[src/hdl/rc5hb_pkg.sv]
// ----------------------------------------------------------------------------
// rc5hb_pkg
// Shared types and constants of the RC5 half-bit frame decoder.
// ----------------------------------------------------------------------------
package rc5hb_pkg;

    localparam int DURATION_W = 16;
    localparam int TOL_W      = 7;
    localparam int HALF_W     = 5;
    localparam int PAIR_W     = 4;
    localparam int CMD_W      = 6;

    localparam logic [HALF_W-1:0] HALVES_PER_FRAME = 5'd28;
    localparam logic [HALF_W-1:0] START_HALVES     = 5'd4;
    localparam logic [PAIR_W-1:0] TOGGLE_PAIR      = 4'd2;
    localparam logic [PAIR_W-1:0] FIRST_CMD_PAIR   = 4'd8;
    localparam logic [TOL_W-1:0]  TOLERANCE_RESET  = 7'd40;
    localparam logic [TOL_W-1:0]  PCT_SCALE        = 7'd100;

    typedef struct packed {
        logic                  is_mark;
        logic [DURATION_W-1:0] duration_us;
        logic                  end_of_capture;
    } pulse_t;

    typedef struct packed {
        logic             frame_ok;
        logic [CMD_W-1:0] command;
        logic             toggle;
    } result_t;

endpackage

[src/hdl/rc5hb_pulse_if.sv]
// ----------------------------------------------------------------------------
// rc5hb_pulse_if
// Pulse channel: one word per received pulse, valid/ready handshake.
// ----------------------------------------------------------------------------
interface rc5hb_pulse_if;
    import rc5hb_pkg::*;

    logic                  valid;
    logic                  ready;
    logic                  is_mark;
    logic [DURATION_W-1:0] duration_us;
    logic                  end_of_capture;

    modport source (output valid, output is_mark, output duration_us,
                    output end_of_capture, input ready);
    modport sink   (input valid, input is_mark, input duration_us,
                    input end_of_capture, output ready);
endinterface

[src/hdl/rc5hb_frame_if.sv]
// ----------------------------------------------------------------------------
// rc5hb_frame_if
// Frame result channel: one word per closed capture, valid/ready handshake.
// ----------------------------------------------------------------------------
interface rc5hb_frame_if;
    import rc5hb_pkg::*;

    logic             valid;
    logic             ready;
    logic             frame_ok;
    logic [CMD_W-1:0] command;
    logic             toggle;

    modport source (output valid, output frame_ok, output command, output toggle,
                    input ready);
    modport sink   (input valid, input frame_ok, input command, input toggle,
                    output ready);
endinterface

[src/hdl/rc5hb_cfg_if.sv]
// ----------------------------------------------------------------------------
// rc5hb_cfg_if
// Configuration write channel carrying the tolerance register value.
// ----------------------------------------------------------------------------
interface rc5hb_cfg_if;
    import rc5hb_pkg::*;

    logic             valid;
    logic             ready;
    logic [TOL_W-1:0] tolerance_pct;

    modport source (output valid, output tolerance_pct, input ready);
    modport sink   (input valid, input tolerance_pct, output ready);
endinterface

[src/hdl/rc5hb_pulse_stage.sv]
// ----------------------------------------------------------------------------
// rc5hb_pulse_stage
// Input register holding one accepted pulse word for the decode stage.
// ----------------------------------------------------------------------------
module rc5hb_pulse_stage
(
    input  logic              clk,
    input  logic              rst_n,
    input  logic              in_valid,
    output logic              in_ready,
    input  rc5hb_pkg::pulse_t in_pulse,
    input  logic              take,
    output logic              stage_valid,
    output rc5hb_pkg::pulse_t stage_pulse
);
    import rc5hb_pkg::*;

    logic   valid_reg;
    logic   valid_next;
    pulse_t pulse_reg;

    // Stage refills in the same cycle it is drained.
    assign in_ready   = !valid_reg || take;
    assign valid_next = in_valid ? 1'b1 : (valid_reg && !take);

    always_ff @(posedge clk or negedge rst_n)
    begin
        if (!rst_n)
        begin
            valid_reg <= 1'b0;
        end
        else if (in_ready)
        begin
            valid_reg <= valid_next;
        end
    end

    always_ff @(posedge clk)
    begin
        if (in_valid && in_ready)
        begin
            pulse_reg <= in_pulse;
        end
    end

    assign stage_valid = valid_reg;
    assign stage_pulse = pulse_reg;
endmodule

[src/hdl/rc5hb_decode.sv]
// ----------------------------------------------------------------------------
// rc5hb_decode
// Frame state and single-pass half-bit checks; emits a result on end of capture.
// ----------------------------------------------------------------------------
module rc5hb_decode
#(
    parameter int DURATION_BITS = 16
)
(
    input  logic                           clk,
    input  logic                           rst_n,
    input  logic                           stage_valid,
    input  rc5hb_pkg::pulse_t              stage_pulse,
    input  logic [rc5hb_pkg::TOL_W-1:0]    tolerance,
    input  logic                           slot_free,
    output logic                           take,
    output logic                           res_valid,
    output rc5hb_pkg::result_t             result
);
    import rc5hb_pkg::*;

    localparam int RefW  = (DURATION_BITS < DURATION_W) ? DURATION_BITS : DURATION_W;
    localparam int ProdW = RefW + TOL_W;
    localparam logic [DURATION_W:0] SatMax =
        (DURATION_BITS >= DURATION_W) ? {1'b0, {DURATION_W{1'b1}}}
                                      : ((DURATION_W+1)'(1) << DURATION_BITS) - 1'b1;

    logic [HALF_W-1:0] half_reg, half_next;
    logic [RefW-1:0]   ref_reg, ref_next;
    logic              first_mark_reg, first_mark_next;
    logic              failed_reg, failed_next;
    logic              toggle_reg, toggle_next;
    logic [CMD_W-1:0]  cmd_reg, cmd_next;

    logic [RefW-1:0]   dur;
    logic [RefW-1:0]   ref_eff;
    logic [RefW-1:0]   diff;
    logic [ProdW-1:0]  lhs;
    logic [ProdW-1:0]  rhs;
    logic              in_frame;
    logic              level_bad;
    logic [PAIR_W-1:0] pair;
    logic              bit_val;
    logic              eoc;

    // End-of-capture words wait for room in the result register.
    assign eoc  = stage_pulse.end_of_capture;
    assign take = stage_valid && (!eoc || slot_free);

    always_comb
    begin
        if ({1'b0, stage_pulse.duration_us} > SatMax)
            dur = RefW'(SatMax);
        else
            dur = RefW'(stage_pulse.duration_us);

        in_frame = half_reg < HALVES_PER_FRAME;
        ref_eff  = (half_reg == '0) ? dur : ref_reg;
        diff     = (dur >= ref_eff) ? (dur - ref_eff) : (ref_eff - dur);
        lhs      = ProdW'(diff) * ProdW'(PCT_SCALE);
        rhs      = ProdW'(ref_eff) * ProdW'(tolerance);
        // Start bits: even halves mark, odd halves space.
        level_bad = (half_reg < START_HALVES) && (stage_pulse.is_mark == half_reg[0]);
        pair      = half_reg[HALF_W-1:1];
        bit_val   = first_mark_reg && !stage_pulse.is_mark;

        half_next       = half_reg;
        ref_next        = ref_reg;
        first_mark_next = first_mark_reg;
        failed_next     = failed_reg;
        toggle_next     = toggle_reg;
        cmd_next        = cmd_reg;

        if (in_frame)
        begin
            half_next = half_reg + 1'b1;
            ref_next  = ref_eff;
            if ((lhs > rhs) || level_bad)
                failed_next = 1'b1;
            if (!half_reg[0])
                first_mark_next = stage_pulse.is_mark;
            else if (pair == TOGGLE_PAIR)
                toggle_next = bit_val;
            else if (pair >= FIRST_CMD_PAIR)
                cmd_next = {cmd_reg[CMD_W-2:0], bit_val};
        end

        result.frame_ok = !failed_next && (half_next >= HALVES_PER_FRAME);
        result.command  = result.frame_ok ? cmd_next : '0;
        result.toggle   = result.frame_ok && toggle_next;
        res_valid       = take && eoc;
    end

    always_ff @(posedge clk or negedge rst_n)
    begin
        if (!rst_n)
        begin
            half_reg       <= '0;
            ref_reg        <= '0;
            first_mark_reg <= 1'b0;
            failed_reg     <= 1'b0;
            toggle_reg     <= 1'b0;
            cmd_reg        <= '0;
        end
        else if (take)
        begin
            if (eoc)
            begin
                half_reg       <= '0;
                ref_reg        <= '0;
                first_mark_reg <= 1'b0;
                failed_reg     <= 1'b0;
                toggle_reg     <= 1'b0;
                cmd_reg        <= '0;
            end
            else
            begin
                half_reg       <= half_next;
                ref_reg        <= ref_next;
                first_mark_reg <= first_mark_next;
                failed_reg     <= failed_next;
                toggle_reg     <= toggle_next;
                cmd_reg        <= cmd_next;
            end
        end
    end
endmodule

[src/hdl/rc5hb_result_reg.sv]
// ----------------------------------------------------------------------------
// rc5hb_result_reg
// Output register holding one frame result word until the sink takes it.
// ----------------------------------------------------------------------------
module rc5hb_result_reg
(
    input  logic               clk,
    input  logic               rst_n,
    input  logic               res_valid,
    input  rc5hb_pkg::result_t result,
    output logic               slot_free,
    output logic               out_valid,
    input  logic               out_ready,
    output rc5hb_pkg::result_t out_result
);
    import rc5hb_pkg::*;

    logic    valid_reg;
    result_t result_reg;

    assign slot_free = !valid_reg || out_ready;

    always_ff @(posedge clk or negedge rst_n)
    begin
        if (!rst_n)
        begin
            valid_reg <= 1'b0;
        end
        else if (slot_free)
        begin
            valid_reg <= res_valid;
        end
    end

    always_ff @(posedge clk)
    begin
        if (slot_free && res_valid)
        begin
            result_reg <= result;
        end
    end

    assign out_valid  = valid_reg;
    assign out_result = result_reg;
endmodule

[src/hdl/rc5_half_bit_frame_decoder.sv]
// ----------------------------------------------------------------------------
// rc5_half_bit_frame_decoder
// RC5 infrared frame decoder working on half-bit pulses of one capture.
// ----------------------------------------------------------------------------
// Usage:
//   pulse : one word per received pulse (level, duration in us, end flag).
//           The first pulse of a capture sets the half-bit reference; the
//           first 28 are checked, later ones only count for their end flag.
//   frame : one word per pulse flagged end_of_capture, carrying frame_ok,
//           command and toggle (command and toggle zero on failure).
//   cfg   : write channel for the tolerance in percent; always ready. Write
//           only while no capture is in flight.
// Throughput: one pulse word per cycle, except while an end-flagged word is held.
// Path: a pulse is taken into the input register and decoded from there; the
//   frame word of an end-flagged pulse is then held in the result register.
// Stalls: while the frame word waits, pulses without the end flag keep
//   flowing; a pulse with the end flag is held in the input register until
//   the result register frees, and pulse.ready drops behind it.
// Reset: frame state clears, tolerance returns to 40 percent; both channels
//   come up empty. No clearing pass is needed.
// ----------------------------------------------------------------------------
module rc5_half_bit_frame_decoder
#(
    parameter int DURATION_BITS = 16
)
(
    input  logic                 clk,
    input  logic                 rst_n,
    rc5hb_pulse_if.sink          pulse,
    rc5hb_frame_if.source        frame,
    rc5hb_cfg_if.sink            cfg
);
    import rc5hb_pkg::*;

    logic [TOL_W-1:0] tolerance_reg;

    pulse_t  in_pulse;
    pulse_t  stage_pulse;
    logic    stage_valid;
    logic    take;
    logic    slot_free;
    logic    res_valid;
    result_t result;
    result_t out_result;

    // Tolerance register: writes always taken.
    assign cfg.ready = 1'b1;

    always_ff @(posedge clk or negedge rst_n)
    begin
        if (!rst_n)
        begin
            tolerance_reg <= TOLERANCE_RESET;
        end
        else if (cfg.valid)
        begin
            tolerance_reg <= cfg.tolerance_pct;
        end
    end

    assign in_pulse.is_mark        = pulse.is_mark;
    assign in_pulse.duration_us    = pulse.duration_us;
    assign in_pulse.end_of_capture = pulse.end_of_capture;

    // Input register
    rc5hb_pulse_stage u_stage
    (
        .clk         (clk),
        .rst_n       (rst_n),
        .in_valid    (pulse.valid),
        .in_ready    (pulse.ready),
        .in_pulse    (in_pulse),
        .take        (take),
        .stage_valid (stage_valid),
        .stage_pulse (stage_pulse)
    );

    // Checks, bit assembly and frame state
    rc5hb_decode
    #(
        .DURATION_BITS (DURATION_BITS)
    )
    u_decode
    (
        .clk         (clk),
        .rst_n       (rst_n),
        .stage_valid (stage_valid),
        .stage_pulse (stage_pulse),
        .tolerance   (tolerance_reg),
        .slot_free   (slot_free),
        .take        (take),
        .res_valid   (res_valid),
        .result      (result)
    );

    // Result register
    rc5hb_result_reg u_result
    (
        .clk        (clk),
        .rst_n      (rst_n),
        .res_valid  (res_valid),
        .result     (result),
        .slot_free  (slot_free),
        .out_valid  (frame.valid),
        .out_ready  (frame.ready),
        .out_result (out_result)
    );

    assign frame.frame_ok = out_result.frame_ok;
    assign frame.command  = out_result.command;
    assign frame.toggle   = out_result.toggle;
endmodule

[src/flat_wrapper.sv]
// flat-port wrapper written by rule: the top's interface ports become plain ports
module rc5_half_bit_frame_decoder_flat import rc5hb_pkg::*;
#(
    parameter int DURATION_BITS = 16
)
  (clk, rst_n, pulse_valid, pulse_is_mark, pulse_duration_us, pulse_end_of_capture, pulse_ready, frame_valid, frame_frame_ok, frame_command, frame_toggle, frame_ready, cfg_valid, cfg_tolerance_pct, cfg_ready);
  rc5hb_pulse_if pulse_i ();
  rc5hb_frame_if frame_i ();
  rc5hb_cfg_if cfg_i ();
  input  logic clk;
  input  logic rst_n;
  input wire logic [$bits(pulse_i.valid)-1:0] pulse_valid;
  input wire logic [$bits(pulse_i.is_mark)-1:0] pulse_is_mark;
  input wire logic [$bits(pulse_i.duration_us)-1:0] pulse_duration_us;
  input wire logic [$bits(pulse_i.end_of_capture)-1:0] pulse_end_of_capture;
  output wire logic [$bits(pulse_i.ready)-1:0] pulse_ready;
  output wire logic [$bits(frame_i.valid)-1:0] frame_valid;
  output wire logic [$bits(frame_i.frame_ok)-1:0] frame_frame_ok;
  output wire logic [$bits(frame_i.command)-1:0] frame_command;
  output wire logic [$bits(frame_i.toggle)-1:0] frame_toggle;
  input wire logic [$bits(frame_i.ready)-1:0] frame_ready;
  input wire logic [$bits(cfg_i.valid)-1:0] cfg_valid;
  input wire logic [$bits(cfg_i.tolerance_pct)-1:0] cfg_tolerance_pct;
  output wire logic [$bits(cfg_i.ready)-1:0] cfg_ready;
  assign pulse_i.valid = pulse_valid;
  assign pulse_i.is_mark = pulse_is_mark;
  assign pulse_i.duration_us = pulse_duration_us;
  assign pulse_i.end_of_capture = pulse_end_of_capture;
  assign pulse_ready = pulse_i.ready;
  assign frame_valid = frame_i.valid;
  assign frame_frame_ok = frame_i.frame_ok;
  assign frame_command = frame_i.command;
  assign frame_toggle = frame_i.toggle;
  assign frame_i.ready = frame_ready;
  assign cfg_i.valid = cfg_valid;
  assign cfg_i.tolerance_pct = cfg_tolerance_pct;
  assign cfg_ready = cfg_i.ready;
  rc5_half_bit_frame_decoder #(.DURATION_BITS(DURATION_BITS)) u_core (.clk(clk), .rst_n(rst_n), .pulse(pulse_i), .frame(frame_i), .cfg(cfg_i));
endmodule
[config.mk]
export PLATFORM = sky130hd
export DESIGN_NAME = rc5_half_bit_frame_decoder_flat
export DESIGN_NICKNAME = d
export VERILOG_FILES = /design/src/hdl/rc5hb_pkg.sv /design/src/hdl/rc5hb_pulse_if.sv /design/src/hdl/rc5hb_frame_if.sv /design/src/hdl/rc5hb_cfg_if.sv /design/src/hdl/rc5hb_pulse_stage.sv /design/src/hdl/rc5hb_decode.sv /design/src/hdl/rc5hb_result_reg.sv /design/src/hdl/rc5_half_bit_frame_decoder.sv /design/src/flat_wrapper.sv
export SDC_FILE = /design/constraint.sdc
export NUM_CORES = 1
export LEC_CHECK = 0
export ABC_AREA = 1
export CAP_MARGIN = 30
export CORE_ASPECT_RATIO = 1.5
export CORE_MARGIN = 3
export CORE_UTILIZATION = 43
export CTS_CLUSTER_SIZE = 12
export DETAILED_ROUTE_END_ITERATION = 10
export DONT_BUFFER_PORTS = 1
export GPL_TIMING_DRIVEN = 0
export PLACE_DENSITY = 0.62
export SLEW_MARGIN = 10
export SYNTH_ARGS = -nofsm -noshare
export SYNTH_HDL_FRONTEND = slang
export SYNTH_SLANG_ARGS = --single-unit
[constraint.sdc]
create_clock -name clk -period 10.75 [get_ports clk]
set_input_delay 1.075 -clock clk [delete_from_list [all_inputs] [get_ports clk]]
set_output_delay 1.075 -clock clk [all_outputs]
set_load 0.02 [all_outputs]
==> flow_summary.ini <==
[placement]
portBuffers = 0
dp_hpwl_mm = 20.0
gp_congestion = 0.970

[floorplan]
dieWidth_um = 128
fp.dieH_um = 189
initial_core_util_pct = 43.8
row_count = 66
ioPinCount = 41
dieArea_sq_um = 24100
core_sq_um = 21800

[timing]
finalHoldViolations = 0
min_period_over_period_pct = 84.4
rsz0062_at_grt = false
max_freq_mhz = 110
drv_slew = 0
finalSetupViolations = 0
relSlewSlack_pct = 32.3
period_needed_ns = 9.08
skew_ns = 0.00981
worst_pin_slew_ns = 1.01
tns_ns = 0

[synthesis]
syn_avg_cell_area_sq_um = 7.79
synth_common_cells = inv_1, nand2_1, ha_1
syn_nets = 1484
ys_seq_elements = 65
synthCells = 1226
synth_largest_area_cell = ha_1
async_flop_share_pct = 60.0
synth_top_area_share_pct = 19.1
synth_area_leaders = ha_1, fa_1, inv_1
ys_types = 54
synthFlopType = dfrtp_1
ys_seq_area_share_pct = 18.4
synth_edf_count = 26
yosys_warnings = 0
yosysMostFrequentCell = inv_1
syn_area_sq_um = 9550

[setup_path]
max_stage_delay_ns = 0.83
crit_required_ns = 10.82
cpMostUsedCell = nand2_1
cp-startpoint = u_core.u_decode.half_reg[0]
rrSetupSlack_ns = 1.67
worstSetupPathType = reg2reg
cp_slowest_cell = o21ai_0
path_max_fanout = 10
reg2reg_from = u_core.u_decode.half_reg[0]
cp.arrival_ns = 9.15
crit_path_end_kind = flop
worst_setup_path_start_kind = flop

[routing]
vias = 7683
drt-wirelength-per-cell_um = 15.0
wirelength_mm = 22.8
dr.pass1.iters = 5
drtAntennaViolNets = 0
via_per_inst = 5.07
drc = 0
drt-initial-drc-count = 338

[finish]
area_delta_synth_final_pct = 7.35
largest_register_ffs = 18
seqCellArea_sq_um = 1760
fillers = 2205
drive_above_1_share_pct = 4.10
nNetsFinal = 1497
antenna_cells = 0
multi_input_area_sq_um = 6670

[status]
status = finished clean

[grt]
grt_pass1_vias = 8004
overflow = 0
track_usage_pct = 19.6
antenna_found_initial = 0
grt_pass1_wl_mm = 38.2
grt_max_degree = 40

[clock_network]
cts_buffer_depth = 2
cts_made_buffers = 9
cts.sinks = 65
clk_pin_slew_ns = 0.06
htree_levels = 3
cts-root-buf = clkbuf_16
insertion_delay_ns = 0.33
postCtsSetupBuffers = 0
postCtsHoldBufs = 0
ctsResizeCount = 0
tritoncts = yes

[worst_hold_path]
hp-class = in2async

[run]
maxCapViolations = 0
## final cells by class
| type | count | area share [%] |
|---|---|---|
| Buffer | 22 | 0.964 |
| Clock buffer | 9 | 2.20 |
| Clock inverter | 7 | 1.21 |
| Inverter | 274 | 10.1 |
| Multi-Input combinational cell | 865 | 65.0 |
| Sequential cell | 65 | 17.2 |
| Tap cell | 272 | 3.32 |
| Timing Repair Buffer | 2 | 0.122 |
## critical path, delay by kind of cell, from the launching register on
kind / cells / cell delay (ns)
xor gates and xnor gates: 2 / 0.43
and+or+nand+nor: 25 / 2.33
AOI/OAI and AO/OA: 6 / 1.82
DFF: 1 / 0.44
adders and majority gates: 7 / 2.29
buffers and inverters: 9 / 1.44
## metrics by stage
step / setup slack (ns) / hold slack [ns] / area [sq um] / util (%) / std cells
finish: 1.67 / 0.436 / 10300 / 47.0 / 1516
detailed placement: 1.60 / 0.470 / 9910 / 45.4 / 1500
CTS: 1.57 / 0.427 / 10300 / 47.0 / 1516
global route: 0.809 / 0.428 / 10300 / 47.0 / 1516
global placement: 1.61 / 0.464 / 9890 / 45.4 / 1498
floorplan: 3.55 / 0.448 / 9550 / - / 1226
## path summary, 6_finish.rpt
path / to / cells past startpoint
worst max-delay path: u_core.u_result.out_result[2] / 49
worst min-delay path: u_core.u_decode.cmd_reg[4] / 0
worst max register to register: u_core.u_result.out_result[2] / 49
worst min register to register: u_core.u_decode.toggle_reg / 2
max in group asynchronous: u_core.tolerance_reg[5] / 0
min in group clk: u_core.u_decode.toggle_reg / 2
## placed cells by master (no fill, tap or decap), drive strengths merged, types with 22 or more instances in the layout
| cell | n |
|---|---|
| edfxtp | 26 |
| clkbuf | 24 |
| fa | 82 |
| nand3 | 31 |
| inv | 272 |
| dfrtp | 37 |
| xor2 | 35 |
| nand2 | 265 |
| nor2 | 69 |
| a21oi | 75 |
| ha | 146 |
| o22ai | 22 |
| o21ai | 69 |
## routing by layer
layer,GRT usage (%),share of wire [%],vias up
li1,-,-,3895
met1,22.3,39,3613
met2,36.9,53,141
met3,1.67,2.8,34
met4,8.54,4.4,0
met5,0,0,-
## kinds of logic after synthesis
logic type / Yosys count / share of synthesized area [%]
fa+ha+maj: 228 / 36.3
flops: 65 / 18.4
compound gates: 193 / 11.4
simple gates: 388 / 16.8
mux: 3 / 0.314
buf+inv: 296 / 11.8
other cells: 1 / 0.0392
xor+xnor: 52 / 4.85
Power is not shown: default switching activity piles up to over one toggle a cycle in this logic, so the estimate is an artifact.
